<file path="src/hdl/bfsa_pkg.sv">
package bfsa_pkg;

	localparam int SIZE_BITS        = 24;
	localparam int OWNER_BITS       = 16;
	localparam int COUNT_BITS       = 7;
	localparam int MAX_SEGMENTS_DEF = 64;
	localparam logic [SIZE_BITS-1:0] CAPACITY_RESET = '1;

	typedef enum logic [1:0] {
		MODE_ALLOC   = 2'd0,
		MODE_FREE    = 2'd1,
		MODE_COMPACT = 2'd2,
		MODE_NONE    = 2'd3
	} mode_t;

	typedef enum logic [2:0] {
		ST_OK        = 3'd0,
		ST_NO_HOLE   = 3'd1,
		ST_TOO_SMALL = 3'd2,
		ST_FULL      = 3'd3,
		ST_ABSENT    = 3'd4
	} status_t;

	typedef struct packed {
		logic [1:0]            mode;
		logic [OWNER_BITS-1:0] owner_id;
		logic [SIZE_BITS-1:0]  request_size;
	} op_t;

	typedef struct packed {
		status_t               status;
		logic [SIZE_BITS-1:0]  free_space;
		logic [COUNT_BITS-1:0] segment_count;
	} res_t;

	typedef struct packed {
		logic [OWNER_BITS-1:0] owner;
		logic [SIZE_BITS-1:0]  len;
	} entry_t;

	typedef enum logic [3:0] {
		S_INIT, S_IDLE, S_CHECK,
		S_ASCAN, S_AEXACT, S_AUP, S_ANEW, S_AREM,
		S_FSCAN, S_FMERGE, S_FDOWN,
		S_CCOUNT, S_CMOVE, S_CTAIL,
		S_DONE
	} state_t;

	typedef enum logic [2:0] {
		PTR_HOLD, PTR_ZERO, PTR_INC, PTR_DEC, PTR_LAST, PTR_SRC
	} ptr_op_t;

	typedef enum logic [1:0] {
		SCAN_NONE, SCAN_BEST, SCAN_OWNER, SCAN_COUNT
	} scan_t;

	typedef enum logic [3:0] {
		WR_NONE, WR_INIT, WR_UP, WR_DOWN, WR_PACK,
		WR_EXACT, WR_NEW, WR_REM, WR_MERGE, WR_TAIL
	} wr_t;

	typedef enum logic [1:0] {
		N_HOLD, N_INC, N_DIST, N_PACK
	} n_op_t;

	typedef enum logic [1:0] {
		F_HOLD, F_SUB, F_ADD
	} free_op_t;

	typedef struct packed {
		logic     ld_op;
		logic     rd_en;
		ptr_op_t  ptr_op;
		scan_t    scan;
		logic     scan_clr;
		logic     cnt_clr;
		wr_t      wr;
		n_op_t    n_op;
		free_op_t free_op;
		logic     res_ld;
		status_t  res_status;
	} ctl_t;

	typedef struct packed {
		mode_t mode;
		logic  owner_zero;
		logic  size_zero;
		logic  too_small;
		logic  ptr_lt_n;
		logic  ptr_gt_best;
		logic  rv;
		logic  found;
		logic  exact;
		logic  table_full;
		logic  pack_full;
	} sts_t;

endpackage

</file>
<file path="src/hdl/bfsa_datapath.sv">
module bfsa_datapath #(
	parameter int MAX_SEGMENTS = bfsa_pkg::MAX_SEGMENTS_DEF
) (
	input  logic                           clk,
	input  logic                           arst_n,
	input  bfsa_pkg::op_t                  op,
	input  logic                           cfg_wr_en,
	input  logic [bfsa_pkg::SIZE_BITS-1:0] cfg_wr_data,
	input  bfsa_pkg::ctl_t                 ctl,
	output bfsa_pkg::sts_t                 sts,
	output bfsa_pkg::res_t                 res
);

	localparam int IW = $clog2(MAX_SEGMENTS);
	localparam int CW = $clog2(MAX_SEGMENTS + 1);
	localparam int SB = bfsa_pkg::SIZE_BITS;

	bfsa_pkg::entry_t mem [MAX_SEGMENTS];

	bfsa_pkg::op_t      op_q;
	bfsa_pkg::entry_t   rd_q;
	bfsa_pkg::status_t  st_q;
	logic               rv_q;
	logic [IW-1:0]      ra_q;
	logic [CW-1:0]      ptr_q;
	logic [CW-1:0]      n_q;
	logic [CW-1:0]      cnt_q;
	logic [SB-1:0]      free_q;
	logic [SB-1:0]      cap_q;
	logic               found_q;
	logic [1:0]         dist_q;
	logic [IW-1:0]      best_q;
	logic [SB-1:0]      best_len_q;
	logic [bfsa_pkg::OWNER_BITS-1:0] prev_own_q;
	logic [bfsa_pkg::OWNER_BITS-1:0] next_own_q;
	logic [SB-1:0]      prev_len_q;
	logic [SB-1:0]      next_len_q;

	logic               we;
	logic [IW-1:0]      wa;
	bfsa_pkg::entry_t   wd;
	logic               nf;
	logic               pf;
	logic [SB-1:0]      merge_len;
	logic               best_hit;
	logic               own_hit;

	// Neighbors of the released segment that are free and get merged.
	assign nf = ((CW'(best_q) + CW'(1)) < n_q) && (next_own_q == '0);
	assign pf = (best_q != '0) && (prev_own_q == '0);
	assign merge_len = best_len_q + (nf ? next_len_q : '0) + (pf ? prev_len_q : '0);

	assign best_hit = rv_q && (rd_q.owner == '0) && (rd_q.len >= op_q.request_size) &&
		(!found_q || (rd_q.len < best_len_q));
	assign own_hit = rv_q && !found_q && (rd_q.owner == op_q.owner_id);

	always_comb begin
		we = 1'b0;
		wa = '0;
		wd = rd_q;
		if (cfg_wr_en) begin
			we = 1'b1;
			wd = '{owner: '0, len: cfg_wr_data};
		end else begin
			unique case (ctl.wr)
				bfsa_pkg::WR_NONE: ;
				bfsa_pkg::WR_INIT: begin
					we = 1'b1;
					wd = '{owner: '0, len: cap_q};
				end
				bfsa_pkg::WR_UP: begin
					we = rv_q;
					wa = ra_q + IW'(1);
				end
				bfsa_pkg::WR_DOWN: begin
					we = rv_q;
					wa = ra_q - IW'(dist_q);
				end
				bfsa_pkg::WR_PACK: begin
					we = rv_q && (rd_q.owner != '0);
					wa = cnt_q[IW-1:0];
				end
				bfsa_pkg::WR_EXACT, bfsa_pkg::WR_NEW: begin
					we = 1'b1;
					wa = best_q;
					wd = '{owner: op_q.owner_id, len: op_q.request_size};
				end
				bfsa_pkg::WR_REM: begin
					we = 1'b1;
					wa = best_q + IW'(1);
					wd = '{owner: '0, len: best_len_q - op_q.request_size};
				end
				bfsa_pkg::WR_MERGE: begin
					we = 1'b1;
					wa = pf ? (best_q - IW'(1)) : best_q;
					wd = '{owner: '0, len: merge_len};
				end
				bfsa_pkg::WR_TAIL: begin
					we = 1'b1;
					wa = cnt_q[IW-1:0];
					wd = '{owner: '0, len: free_q};
				end
				default: ;
			endcase
		end
	end

	always_ff @(posedge clk) begin
		if (we) begin
			mem[wa] <= wd;
		end
		if (ctl.rd_en) begin
			rd_q <= mem[ptr_q[IW-1:0]];
			ra_q <= ptr_q[IW-1:0];
		end
	end

	always_ff @(posedge clk) begin
		if (ctl.ld_op) begin
			op_q <= op;
		end
		if ((ctl.scan == bfsa_pkg::SCAN_BEST && best_hit) ||
				(ctl.scan == bfsa_pkg::SCAN_OWNER && own_hit)) begin
			best_q     <= ra_q;
			best_len_q <= rd_q.len;
		end
		if (ctl.scan == bfsa_pkg::SCAN_OWNER && rv_q) begin
			if (!found_q && !own_hit) begin
				prev_own_q <= rd_q.owner;
				prev_len_q <= rd_q.len;
			end else if (found_q) begin
				next_own_q <= rd_q.owner;
				next_len_q <= rd_q.len;
			end
		end
	end

	always_ff @(posedge clk or negedge arst_n) begin
		if (!arst_n) begin
			rv_q    <= 1'b0;
			ptr_q   <= '0;
			n_q     <= CW'(1);
			cnt_q   <= '0;
			free_q  <= bfsa_pkg::CAPACITY_RESET;
			cap_q   <= bfsa_pkg::CAPACITY_RESET;
			found_q <= 1'b0;
			dist_q  <= '0;
			st_q    <= bfsa_pkg::ST_OK;
		end else begin
			rv_q <= ctl.rd_en;
			unique case (ctl.ptr_op)
				bfsa_pkg::PTR_HOLD: ;
				bfsa_pkg::PTR_ZERO: ptr_q <= '0;
				bfsa_pkg::PTR_INC:  ptr_q <= ptr_q + CW'(1);
				bfsa_pkg::PTR_DEC:  ptr_q <= ptr_q - CW'(1);
				bfsa_pkg::PTR_LAST: ptr_q <= n_q - CW'(1);
				bfsa_pkg::PTR_SRC:  ptr_q <= CW'(best_q) + CW'(1) + CW'(nf);
				default: ;
			endcase
			if (ctl.scan_clr) begin
				found_q <= 1'b0;
			end else if ((ctl.scan == bfsa_pkg::SCAN_BEST && best_hit) ||
					(ctl.scan == bfsa_pkg::SCAN_OWNER && own_hit)) begin
				found_q <= 1'b1;
			end
			if (ctl.cnt_clr) begin
				cnt_q <= '0;
			end else if (ctl.scan == bfsa_pkg::SCAN_COUNT && rv_q && rd_q.owner != '0) begin
				cnt_q <= cnt_q + CW'(1);
			end
			if (ctl.wr == bfsa_pkg::WR_MERGE) begin
				dist_q <= 2'(nf) + 2'(pf);
			end
			if (ctl.res_ld) begin
				st_q <= ctl.res_status;
			end
			if (cfg_wr_en) begin
				cap_q  <= cfg_wr_data;
				free_q <= cfg_wr_data;
				n_q    <= CW'(1);
			end else begin
				unique case (ctl.n_op)
					bfsa_pkg::N_HOLD: ;
					bfsa_pkg::N_INC:  n_q <= n_q + CW'(1);
					bfsa_pkg::N_DIST: n_q <= n_q - CW'(dist_q);
					bfsa_pkg::N_PACK: n_q <= cnt_q + CW'(1);
					default: ;
				endcase
				unique case (ctl.free_op)
					bfsa_pkg::F_HOLD: ;
					bfsa_pkg::F_SUB:  free_q <= free_q - op_q.request_size;
					bfsa_pkg::F_ADD:  free_q <= free_q + best_len_q;
					default: ;
				endcase
			end
		end
	end

	always_comb begin
		sts.mode        = bfsa_pkg::mode_t'(op_q.mode);
		sts.owner_zero  = (op_q.owner_id == '0);
		sts.size_zero   = (op_q.request_size == '0);
		sts.too_small   = (free_q < op_q.request_size);
		sts.ptr_lt_n    = (ptr_q < n_q);
		sts.ptr_gt_best = (ptr_q > CW'(best_q));
		sts.rv          = rv_q;
		sts.found       = found_q;
		sts.exact       = (best_len_q == op_q.request_size);
		sts.table_full  = (n_q >= CW'(MAX_SEGMENTS));
		sts.pack_full   = (cnt_q >= CW'(MAX_SEGMENTS));
	end

	assign res.status        = st_q;
	assign res.free_space    = free_q;
	assign res.segment_count = bfsa_pkg::COUNT_BITS'(n_q);

endmodule

</file>
<file path="src/hdl/bfsa_ctrl.sv">
module bfsa_ctrl (
	input  logic           clk,
	input  logic           arst_n,
	input  logic           start,
	input  bfsa_pkg::sts_t sts,
	output bfsa_pkg::ctl_t ctl,
	output logic           busy,
	output logic           result_valid
);

	bfsa_pkg::state_t state_q;
	bfsa_pkg::state_t state_d;
	logic             pass_done;

	// A pass is over once no read is issued and none is in flight.
	assign pass_done = !ctl.rd_en && !sts.rv;

	always_ff @(posedge clk or negedge arst_n) begin
		if (!arst_n) begin
			state_q <= bfsa_pkg::S_INIT;
		end else begin
			state_q <= state_d;
		end
	end

	always_comb begin
		state_d = state_q;
		unique case (state_q)
			bfsa_pkg::S_INIT: state_d = bfsa_pkg::S_IDLE;
			bfsa_pkg::S_IDLE: begin
				if (start) begin
					state_d = bfsa_pkg::S_CHECK;
				end
			end
			bfsa_pkg::S_CHECK: begin
				unique case (sts.mode)
					bfsa_pkg::MODE_ALLOC: begin
						if (sts.owner_zero || sts.size_zero || sts.too_small) begin
							state_d = bfsa_pkg::S_DONE;
						end else begin
							state_d = bfsa_pkg::S_ASCAN;
						end
					end
					bfsa_pkg::MODE_FREE: begin
						state_d = sts.owner_zero ? bfsa_pkg::S_DONE : bfsa_pkg::S_FSCAN;
					end
					bfsa_pkg::MODE_COMPACT: state_d = bfsa_pkg::S_CCOUNT;
					bfsa_pkg::MODE_NONE: state_d = bfsa_pkg::S_DONE;
					default: state_d = bfsa_pkg::S_DONE;
				endcase
			end
			bfsa_pkg::S_ASCAN: begin
				if (pass_done) begin
					priority if (!sts.found) state_d = bfsa_pkg::S_DONE;
					else if (sts.exact) state_d = bfsa_pkg::S_AEXACT;
					else if (sts.table_full) state_d = bfsa_pkg::S_DONE;
					else state_d = bfsa_pkg::S_AUP;
				end
			end
			bfsa_pkg::S_AEXACT: state_d = bfsa_pkg::S_DONE;
			bfsa_pkg::S_AUP: begin
				if (pass_done) begin
					state_d = bfsa_pkg::S_ANEW;
				end
			end
			bfsa_pkg::S_ANEW: state_d = bfsa_pkg::S_AREM;
			bfsa_pkg::S_AREM: state_d = bfsa_pkg::S_DONE;
			bfsa_pkg::S_FSCAN: begin
				if (pass_done) begin
					state_d = sts.found ? bfsa_pkg::S_FMERGE : bfsa_pkg::S_DONE;
				end
			end
			bfsa_pkg::S_FMERGE: state_d = bfsa_pkg::S_FDOWN;
			bfsa_pkg::S_FDOWN: begin
				if (pass_done) begin
					state_d = bfsa_pkg::S_DONE;
				end
			end
			bfsa_pkg::S_CCOUNT: begin
				if (pass_done) begin
					state_d = sts.pack_full ? bfsa_pkg::S_DONE : bfsa_pkg::S_CMOVE;
				end
			end
			bfsa_pkg::S_CMOVE: begin
				if (pass_done) begin
					state_d = bfsa_pkg::S_CTAIL;
				end
			end
			bfsa_pkg::S_CTAIL: state_d = bfsa_pkg::S_DONE;
			bfsa_pkg::S_DONE: state_d = bfsa_pkg::S_IDLE;
			default: state_d = bfsa_pkg::S_IDLE;
		endcase
	end

	always_comb begin
		ctl.ld_op      = 1'b0;
		ctl.rd_en      = 1'b0;
		ctl.ptr_op     = bfsa_pkg::PTR_HOLD;
		ctl.scan       = bfsa_pkg::SCAN_NONE;
		ctl.scan_clr   = 1'b0;
		ctl.cnt_clr    = 1'b0;
		ctl.wr         = bfsa_pkg::WR_NONE;
		ctl.n_op       = bfsa_pkg::N_HOLD;
		ctl.free_op    = bfsa_pkg::F_HOLD;
		ctl.res_ld     = 1'b0;
		ctl.res_status = bfsa_pkg::ST_OK;
		busy           = 1'b1;
		result_valid   = 1'b0;
		unique case (state_q)
			bfsa_pkg::S_INIT: ctl.wr = bfsa_pkg::WR_INIT;
			bfsa_pkg::S_IDLE: begin
				busy      = 1'b0;
				ctl.ld_op = start;
			end
			bfsa_pkg::S_CHECK: begin
				ctl.ptr_op   = bfsa_pkg::PTR_ZERO;
				ctl.scan_clr = 1'b1;
				ctl.cnt_clr  = 1'b1;
				ctl.res_ld   = 1'b1;
				unique case (sts.mode)
					bfsa_pkg::MODE_ALLOC: begin
						priority if (sts.owner_zero) ctl.res_status = bfsa_pkg::ST_ABSENT;
						else if (sts.size_zero) ctl.res_status = bfsa_pkg::ST_OK;
						else if (sts.too_small) ctl.res_status = bfsa_pkg::ST_TOO_SMALL;
						else ctl.res_status = bfsa_pkg::ST_OK;
					end
					bfsa_pkg::MODE_FREE: begin
						ctl.res_status = sts.owner_zero ? bfsa_pkg::ST_ABSENT : bfsa_pkg::ST_OK;
					end
					bfsa_pkg::MODE_COMPACT, bfsa_pkg::MODE_NONE: ctl.res_status = bfsa_pkg::ST_OK;
					default: ctl.res_status = bfsa_pkg::ST_OK;
				endcase
			end
			bfsa_pkg::S_ASCAN: begin
				ctl.rd_en  = sts.ptr_lt_n;
				ctl.ptr_op = sts.ptr_lt_n ? bfsa_pkg::PTR_INC : bfsa_pkg::PTR_HOLD;
				ctl.scan   = bfsa_pkg::SCAN_BEST;
				if (!sts.ptr_lt_n && !sts.rv) begin
					ctl.ptr_op = bfsa_pkg::PTR_LAST;
					if (!sts.found) begin
						ctl.res_ld     = 1'b1;
						ctl.res_status = bfsa_pkg::ST_NO_HOLE;
					end else if (!sts.exact && sts.table_full) begin
						ctl.res_ld     = 1'b1;
						ctl.res_status = bfsa_pkg::ST_FULL;
					end
				end
			end
			bfsa_pkg::S_AEXACT: begin
				ctl.wr      = bfsa_pkg::WR_EXACT;
				ctl.free_op = bfsa_pkg::F_SUB;
			end
			bfsa_pkg::S_AUP: begin
				ctl.rd_en  = sts.ptr_gt_best;
				ctl.ptr_op = sts.ptr_gt_best ? bfsa_pkg::PTR_DEC : bfsa_pkg::PTR_HOLD;
				ctl.wr     = bfsa_pkg::WR_UP;
			end
			bfsa_pkg::S_ANEW: ctl.wr = bfsa_pkg::WR_NEW;
			bfsa_pkg::S_AREM: begin
				ctl.wr      = bfsa_pkg::WR_REM;
				ctl.n_op    = bfsa_pkg::N_INC;
				ctl.free_op = bfsa_pkg::F_SUB;
			end
			bfsa_pkg::S_FSCAN: begin
				ctl.rd_en  = sts.ptr_lt_n && !sts.found;
				ctl.ptr_op = ctl.rd_en ? bfsa_pkg::PTR_INC : bfsa_pkg::PTR_HOLD;
				ctl.scan   = bfsa_pkg::SCAN_OWNER;
				if (!ctl.rd_en && !sts.rv && !sts.found) begin
					ctl.res_ld     = 1'b1;
					ctl.res_status = bfsa_pkg::ST_ABSENT;
				end
			end
			bfsa_pkg::S_FMERGE: begin
				ctl.wr      = bfsa_pkg::WR_MERGE;
				ctl.free_op = bfsa_pkg::F_ADD;
				ctl.ptr_op  = bfsa_pkg::PTR_SRC;
			end
			bfsa_pkg::S_FDOWN: begin
				ctl.rd_en  = sts.ptr_lt_n;
				ctl.ptr_op = sts.ptr_lt_n ? bfsa_pkg::PTR_INC : bfsa_pkg::PTR_HOLD;
				ctl.wr     = bfsa_pkg::WR_DOWN;
				if (!sts.ptr_lt_n && !sts.rv) begin
					ctl.n_op = bfsa_pkg::N_DIST;
				end
			end
			bfsa_pkg::S_CCOUNT: begin
				ctl.rd_en  = sts.ptr_lt_n;
				ctl.ptr_op = sts.ptr_lt_n ? bfsa_pkg::PTR_INC : bfsa_pkg::PTR_HOLD;
				ctl.scan   = bfsa_pkg::SCAN_COUNT;
				if (!sts.ptr_lt_n && !sts.rv) begin
					ctl.ptr_op  = bfsa_pkg::PTR_ZERO;
					ctl.cnt_clr = 1'b1;
					if (sts.pack_full) begin
						ctl.res_ld     = 1'b1;
						ctl.res_status = bfsa_pkg::ST_FULL;
					end
				end
			end
			bfsa_pkg::S_CMOVE: begin
				ctl.rd_en  = sts.ptr_lt_n;
				ctl.ptr_op = sts.ptr_lt_n ? bfsa_pkg::PTR_INC : bfsa_pkg::PTR_HOLD;
				ctl.scan   = bfsa_pkg::SCAN_COUNT;
				ctl.wr     = bfsa_pkg::WR_PACK;
			end
			bfsa_pkg::S_CTAIL: begin
				ctl.wr   = bfsa_pkg::WR_TAIL;
				ctl.n_op = bfsa_pkg::N_PACK;
			end
			bfsa_pkg::S_DONE: result_valid = 1'b1;
			default: ;
		endcase
	end

endmodule

</file>
<file path="src/hdl/best_fit_segment_allocator.sv">
// A beat rejected or settled at the check goes straight to the result strobe; an
// allocate, free or compact first runs its passes over the segment table, so its
// time grows with the segment count. Each pass reads one entry a cycle; the segment
// memory has a separate read port and write port.
// Throughput: one beat at a time; busy stays high through the result strobe cycle and
// drops in the idle state that follows, where the next beat can be accepted.
// Reset (arst_n, asynchronous, active low) sets the capacity to its maximum and writes
// the single free segment in the init state; the result side cannot stall.
module best_fit_segment_allocator #(
	parameter int MAX_SEGMENTS = bfsa_pkg::MAX_SEGMENTS_DEF
) (
	input  logic                           clk,
	input  logic                           arst_n,
	input  logic                           start,
	input  bfsa_pkg::op_t                  op,
	output logic                           busy,
	output logic                           result_valid,
	output bfsa_pkg::res_t                 result,
	input  logic                           cfg_wr_en,
	input  logic [bfsa_pkg::SIZE_BITS-1:0] cfg_wr_data
);

	// The controller sequences the scan, shift and compaction passes; the datapath
	// owns the segment table memory, the pass pointer and the running totals.
	bfsa_pkg::ctl_t ctl;
	bfsa_pkg::sts_t sts;

	bfsa_ctrl u_ctrl (
		.clk          (clk),
		.arst_n       (arst_n),
		.start        (start),
		.sts          (sts),
		.ctl          (ctl),
		.busy         (busy),
		.result_valid (result_valid)
	);

	// A capacity write reloads the table to one free segment in the same cycle.
	bfsa_datapath #(
		.MAX_SEGMENTS (MAX_SEGMENTS)
	) u_datapath (
		.clk         (clk),
		.arst_n      (arst_n),
		.op          (op),
		.cfg_wr_en   (cfg_wr_en),
		.cfg_wr_data (cfg_wr_data),
		.ctl         (ctl),
		.sts         (sts),
		.res         (result)
	);

endmodule

</file>
<file path="config.mk">
export PLATFORM = sky130hd
export DESIGN_NAME = best_fit_segment_allocator
export DESIGN_NICKNAME = d
export VERILOG_FILES = /design/src/hdl/bfsa_pkg.sv /design/src/hdl/bfsa_datapath.sv /design/src/hdl/bfsa_ctrl.sv /design/src/hdl/best_fit_segment_allocator.sv
export SDC_FILE = /design/constraint.sdc
export NUM_CORES = 2
export LEC_CHECK = 0
export BUFFER_PORTS_ARGS = -buffer_cell sky130_fd_sc_hd__buf_4
export CAP_MARGIN = 30
export CORE_UTILIZATION = 45
export DETAILED_ROUTE_END_ITERATION = 12
export PLACE_DENSITY = 0.69
export SLEW_MARGIN = 20
export SYNTH_ARGS = -nofsm -noshare
export SYNTH_HDL_FRONTEND = slang
export SYNTH_SLANG_ARGS = --single-unit
</file>
<file path="constraint.sdc">
create_clock -name clk -period 10.4 [get_ports clk]
set_input_delay 2.08 -clock clk [delete_from_list [all_inputs] [get_ports clk]]
set_output_delay 2.08 -clock clk [all_outputs]
set_load 0.01 [all_outputs]
</file>
* Word-level counts from Yosys, hierarchy flattened *
Memories as Yosys holds them, arrays and structs flattened. A register that Yosys moved wholly into a read port is not among the register bits.
Cells that the tools add are included.

cells by class
  add/sub/neg operators = 18
  $lt $le $gt $ge = 8
  equal/unequal tests = 48
  muxes and demuxes = 66
  bitwise operators = 1
  reductions and logical operators = 58

operators with widths
  operator               count
  $pmux W40 S5           1
  $add A24 B24 Y24       3
  $mux W24               3
  $mux W4                17
  $logic_not A16 Y1      4
  $lt A24 B24 Y1         2
  $pmux W24 S2           1
  $sub A24 B24 Y24       2
  $pmux W4 S11           1
  $mux W40               1
  $eq A4 B4 Y1 const B   9
  $pmux W4 S9            1
  $pmux W6 S6            1
  $pmux W7 S5            1
  $eq A4 B3 Y1 const B   8
  $pmux W4 S4            2
  $eq A24 B24 Y1         1
  $ge A24 B24 Y1         1
  $logic_not A24 Y1      1
  $add A7 B1 Y7 const B  3
  $mux W3                7
  $mux W7                3
  $pmux W3 S7            1
  $pmux W7 S3            1
  48 further kinds       124

storage, ports and cells
  flip-flop bits (word level) = 238
  bits in writable memories = 2560
  input bits = 70
  output and inout bits = 36
  logic and storage cells = 220
  memories kept = 1

memories
  memory          words  bits a word  read ports  clocked after memory_dff  wr ports  line                 RTL
  u_datapath.mem  64     40           1           1                         1         bfsa_datapath.sv:18  bfsa_pkg::entry_t mem [MAX_SEGMENTS];

* Logic depth before layout (Yosys ltp) *
  word-level depth = 8
  gate-level depth with buffers = 27
  depth with buffers taken out = 24

* Modules after synthesis *
A second synthesis with hierarchy kept.

second synthesis, totals
  cell total of the unflattened synthesis = 5726
  area total of the unflattened synthesis = 117098.6 um^2

modules (own cells, without submodules)
  module         times used  cells each  area each (um^2)  sequential area each (um^2)
  bfsa_datapath  1           5603        116290.3          84782.6
  bfsa_ctrl      1           123         808.3             100.1

* Worst setup path after synthesis *
Ideal clock, no wire load.

  path kind = register -> register
  start point = reg u_datapath.best_q[0]
  end point = mem u_datapath.mem[0][17] (netlist bit), data pin
  setup time = 0.719 ns
  arrival time = 7.477 ns
  data required time = 9.681 ns
  path slack = 2.204 ns
  cell stages (with the launch flop) = 24
  buffers on the path = 3
  clock period less this slack = 8.196 ns
  path through = edfxtp_1 clkbuf_1 inv_1 ha_1 ha_1 a21boi_0 o21a_1 o21a_1 o2111ai_1 and2_1 clkbuf_1 clkbuf_1 nand2_1 fa_1 inv_1 fa_1 a211oi_1 o21ai_1 nand3_1 nand3_1 a31oi_1 o21bai_1 xnor2_1 o31ai_1

RTL lines
  element                 line                  RTL
  start, declared         bfsa_datapath.sv:32   logic [IW-1:0] best_q;
  start signal, assigned  bfsa_datapath.sv:124  best_q <= ra_q;
  end, declared           bfsa_datapath.sv:18

==> summary.md <==
| Metric | Value |
|---|---|
| Status | `complete, but fails checks` |
| Violated checks | `antenna rules` |
| Share of cells above drive strength 1 | `27.7%` |
| Worst Reg-to-Reg Cells | `25` |
| # nets final | `6,268` |
| Max-cap violations | `0` |
| Lkg Pwr | `42.2 nW` |
| Root buffer cell | `clkbuf_16` |
| Ys Warns | `0` |
| Skew-Pair Late Insertion Delay | `940 ps` |
| Syn-to-layout area delta | `13.2%` |
| Sequential Area | `84,900 um^2` |
| Fin area | `132,000 um^2` |
| PD cells | `277 nW/um^2` |
| Async SR Flop Fraction | `2.82%` |
| GR Overflow Total | `0` |
| WL met2 | `139,000 um` |
| Critical path required time | `10,980 ps` |
| Yosys cell types | `85` |
| Gr usage total | `22.2%` |
| Post-route DRC | `0` |
| Worst reg2reg setup slack | `3590 ps` |
| Critical path arrival | `7390 ps` |
| CP max stage delay | `750 ps` |
| Vias per cell | `6.23` |
| Hold buffers post-CTS | `0` |
| Min Tclk post-route | `6810 ps` |
| Worst min-delay path class | `flip-flop to flip-flop` |
| WL/cell | `30.4 um` |
| Max clock buf depth | `4` |
| DRT Wirelength | `291,000 um` |
| Multi-input gate area | `31,200 um^2` |
| Core area | `257,000 um^2` |
| Initial antenna violation count | `19` |
| Die Y | `512 um` |
| WS Path Type | `flip-flop to flip-flop` |
| First-pass GRT wire length | `424,000 um` |
| ANT nets after route | `1` |
| Placement Setup Slack | `3530 ps` |
| Post-CTS Setup Inserts | `0` |
| Met3 WL | `25,900 um` |
| Unrepaired setup endpoints after global routing | `no` |
| Ys flop type | `edfxtp_1` |
| Number of global-route vias before repair | `59,759` |
| WL met1 | `119,000 um` |
| Register bit total from synthesis | `2,838` |
| Layout Skew | `50.6 ps` |
| IR drop worst, VDD | `0.282 mV` |
| I/O pin count | `106` |
| Vias | `59,761` |
| 1st-iter DRT viols | `7,810` |
| Num Clock Sinks | `2,838` |
| Num rows | `186` |
| Seq/Total Area, Yosys | `72.7%` |
| TritonRoute pass-1 iters | `7` |
| Fin Setup TNS | `0 ps` |
| Die ar. | `262,000 um^2` |
| TritonCTS clock tree | `yes` |
| Placer Congestion | `0.904` |
| Slowest CP cell | `a2111oi_0` |
| Post-synth EDFFs | `2,758` |
| Fin crit share | `65.5%` |
| Reg-to-reg endpoint | `u_datapath.mem[48][23]` |
| Worst-path clk slew | `60 ps` |
| Startpoint Class | `flip-flop` |
| Fillcell total | `19,769` |
| Final setup viols | `0` |
| Slew @ Worst Pin | `1030 ps` |
| Synth Net Count | `5,969` |
| Hold path start | `u_datapath.st_q[0]` |
| H-tree depth | `5` |
| Starting Density | `45.4%` |
| Hold depth | `1` |
| Most used cell, CP | `nand3_1` |
| CP Max Fanout | `64` |
| Hold path endpoint | `u_datapath.st_q[0]` |
| Port Buffers | `105` |
| Crit. End Element | `flip-flop` |
| Fmax | `147 MHz` |
| Largest net degree at the start of global routing | `138` |
| Setup ws final | `3590 ps` |
| Die W | `512 um` |
| Relative slew slack | `30.9%` |
| Post-Syn Area | `117,000 um^2` |
| Synth Instances | `5,694` |
| Post-cts sizing count | `0` |
| Final Hold Viols | `0` |
| Slew Viols, Final | `0` |
| Worst r2r src | `u_datapath.best_q[2]` |
| Total power | `0.0366 W` |
| Detailed Place HPWL | `169,000 um` |
| Area after DPL | `123,000 um^2` |
| Syn Area/Cell | `20.5 um^2` |
| Top sig layer | `met5` |
| CTS buffer count | `294` |
-- worst max path at each step --
stage                         startpoint                     end  slack, ps  depth (start not counted)
floorplan           u_datapath.best_q[0]   u_datapath.mem[0][17]       2200                         23
global placement    u_datapath.best_q[2]  u_datapath.mem[29][16]       3640                         24
detailed placement  u_datapath.best_q[0]  u_datapath.mem[22][16]       3530                         22
CTS                 u_datapath.best_q[0]  u_datapath.mem[52][16]       3520                         22
global route        u_datapath.best_q[2]  u_datapath.mem[29][19]       3120                         25
finish              u_datapath.best_q[2]  u_datapath.mem[48][23]       3590                         25
-- stage by stage --
stage          util, %  hold slack, ps  instances
2_1_floorplan        -             448       5694
3_3_place_gp      47.7             459       9069
3_5_place_dp      47.8             466       9075
4_1_cts           51.3             487       9570
5_1_grt           51.4             499       9578
6_report          51.4             491       9588
-- cell usage after synthesis (all sizes together), types with 24 or more instances --
library cell,number,area share [%]
mux4,840,16
nor3,51,0.22
ha,176,1.9
o21ai,90,0.39
nand2,167,0.54
mux2,24,0.23
xnor2,69,0.52
nand4,24,0.13
a22oi,31,0.20
edfxtp,2758,71
a21oi,124,0.53
nor2,208,0.67
xor2,50,0.37
clkbuf,169,0.54
a21o,65,0.42
dfrtp,31,0.66
nand3,57,0.24
a222oi,24,0.21
buf,98,0.40
nand2b,32,0.17
inv,155,0.50
fa,29,0.50
nor4,35,0.20
a31oi,24,0.13
o21a,28,0.18
dfstp,49,1.1
-- power by group --
group          switching [W]  internal, W  leakage (nW)  total (W)
combinational        0.00651      0.00438          11.9     0.0109
sequential          0.000649       0.0149          25.9     0.0156
clock                0.00420      0.00590          4.41     0.0101
-- metal layers --
| layer | up-vias | GRT usage, % |
|---|---|---|
| met3 | 458 | 4.27 |
| met2 | 3067 | 35.1 |
| li1 | 24406 | - |
| met1 | 31824 | 31.7 |
| met5 | - | 0 |
| met4 | 6 | 6.15 |
-- registers in the layout, indices dropped and copies added, names as in the netlist, 7 cells and up --
| signal | count |
|---|---|
| u_datapath.rd_q | 40 |
| u_datapath.prev_len_q | 24 |
| u_datapath.n_q | 7 |
| u_datapath.next_own_q | 16 |
| u_datapath.mem | 2560 |
| u_datapath.cap_q | 24 |
| u_datapath.cnt_q | 7 |
| u_datapath.op_q | 40 |
| u_datapath.ptr_q | 7 |
| u_datapath.free_q | 24 |
| u_datapath.next_len_q | 24 |
| u_datapath.best_len_q | 24 |
| u_datapath.prev_own_q | 16 |
-- critical path: cells and delay by family (launching register included) --
family / cells / cell delay [ps]
AOI/OAI and AO/OA: 6 / 1900
xor gates and xnor gates: 2 / 460
adders and majority gates: 3 / 1220
buffers and inverters: 5 / 920
DFF: 1 / 590
and+or+nand+nor: 9 / 1300
-- area by class of cell --
cell class	instances	area share [%]
clock buffers	363	5.93
well taps	3384	3.20
diodes	12	0.0227
flip-flops and latches	2838	64.2
repair buffers	270	1.73
inverters	155	0.440
multi-input cells	2434	23.6
clock inverters	132	0.911
-- cell families after synthesis --
family / count (synthesis) / synth area share, %
buffers and inverters: 422 / 1.44
muxes: 882 / 16.6
adders and majority gates: 205 / 2.38
and+or+nand+nor: 660 / 2.69
xor gates and xnor gates: 119 / 0.892
DFF: 2838 / 72.7
AOI/OAI and AO/OA: 568 / 3.35
-- cell usage in the layout, fill, tap and decap left out, types with 84 or more instances in the layout --
| cell | netlist | layout |
|---|---|---|
| ha_1 | 176 | 176 |
| a21oi_1 | 124 | 119 |
| buf_4 | 1 | 251 |
| nor2_1 | 207 | 124 |
| clkbuf_16 | 0 | 305 |
| inv_1 | 153 | 153 |
| nand2_1 | 167 | 165 |
| o21ai_0 | 84 | 84 |
| edfxtp_1 | 2758 | 2758 |
| mux4_2 | 840 | 840 |
No activity file was read; power rests on OpenSTA's default activity.
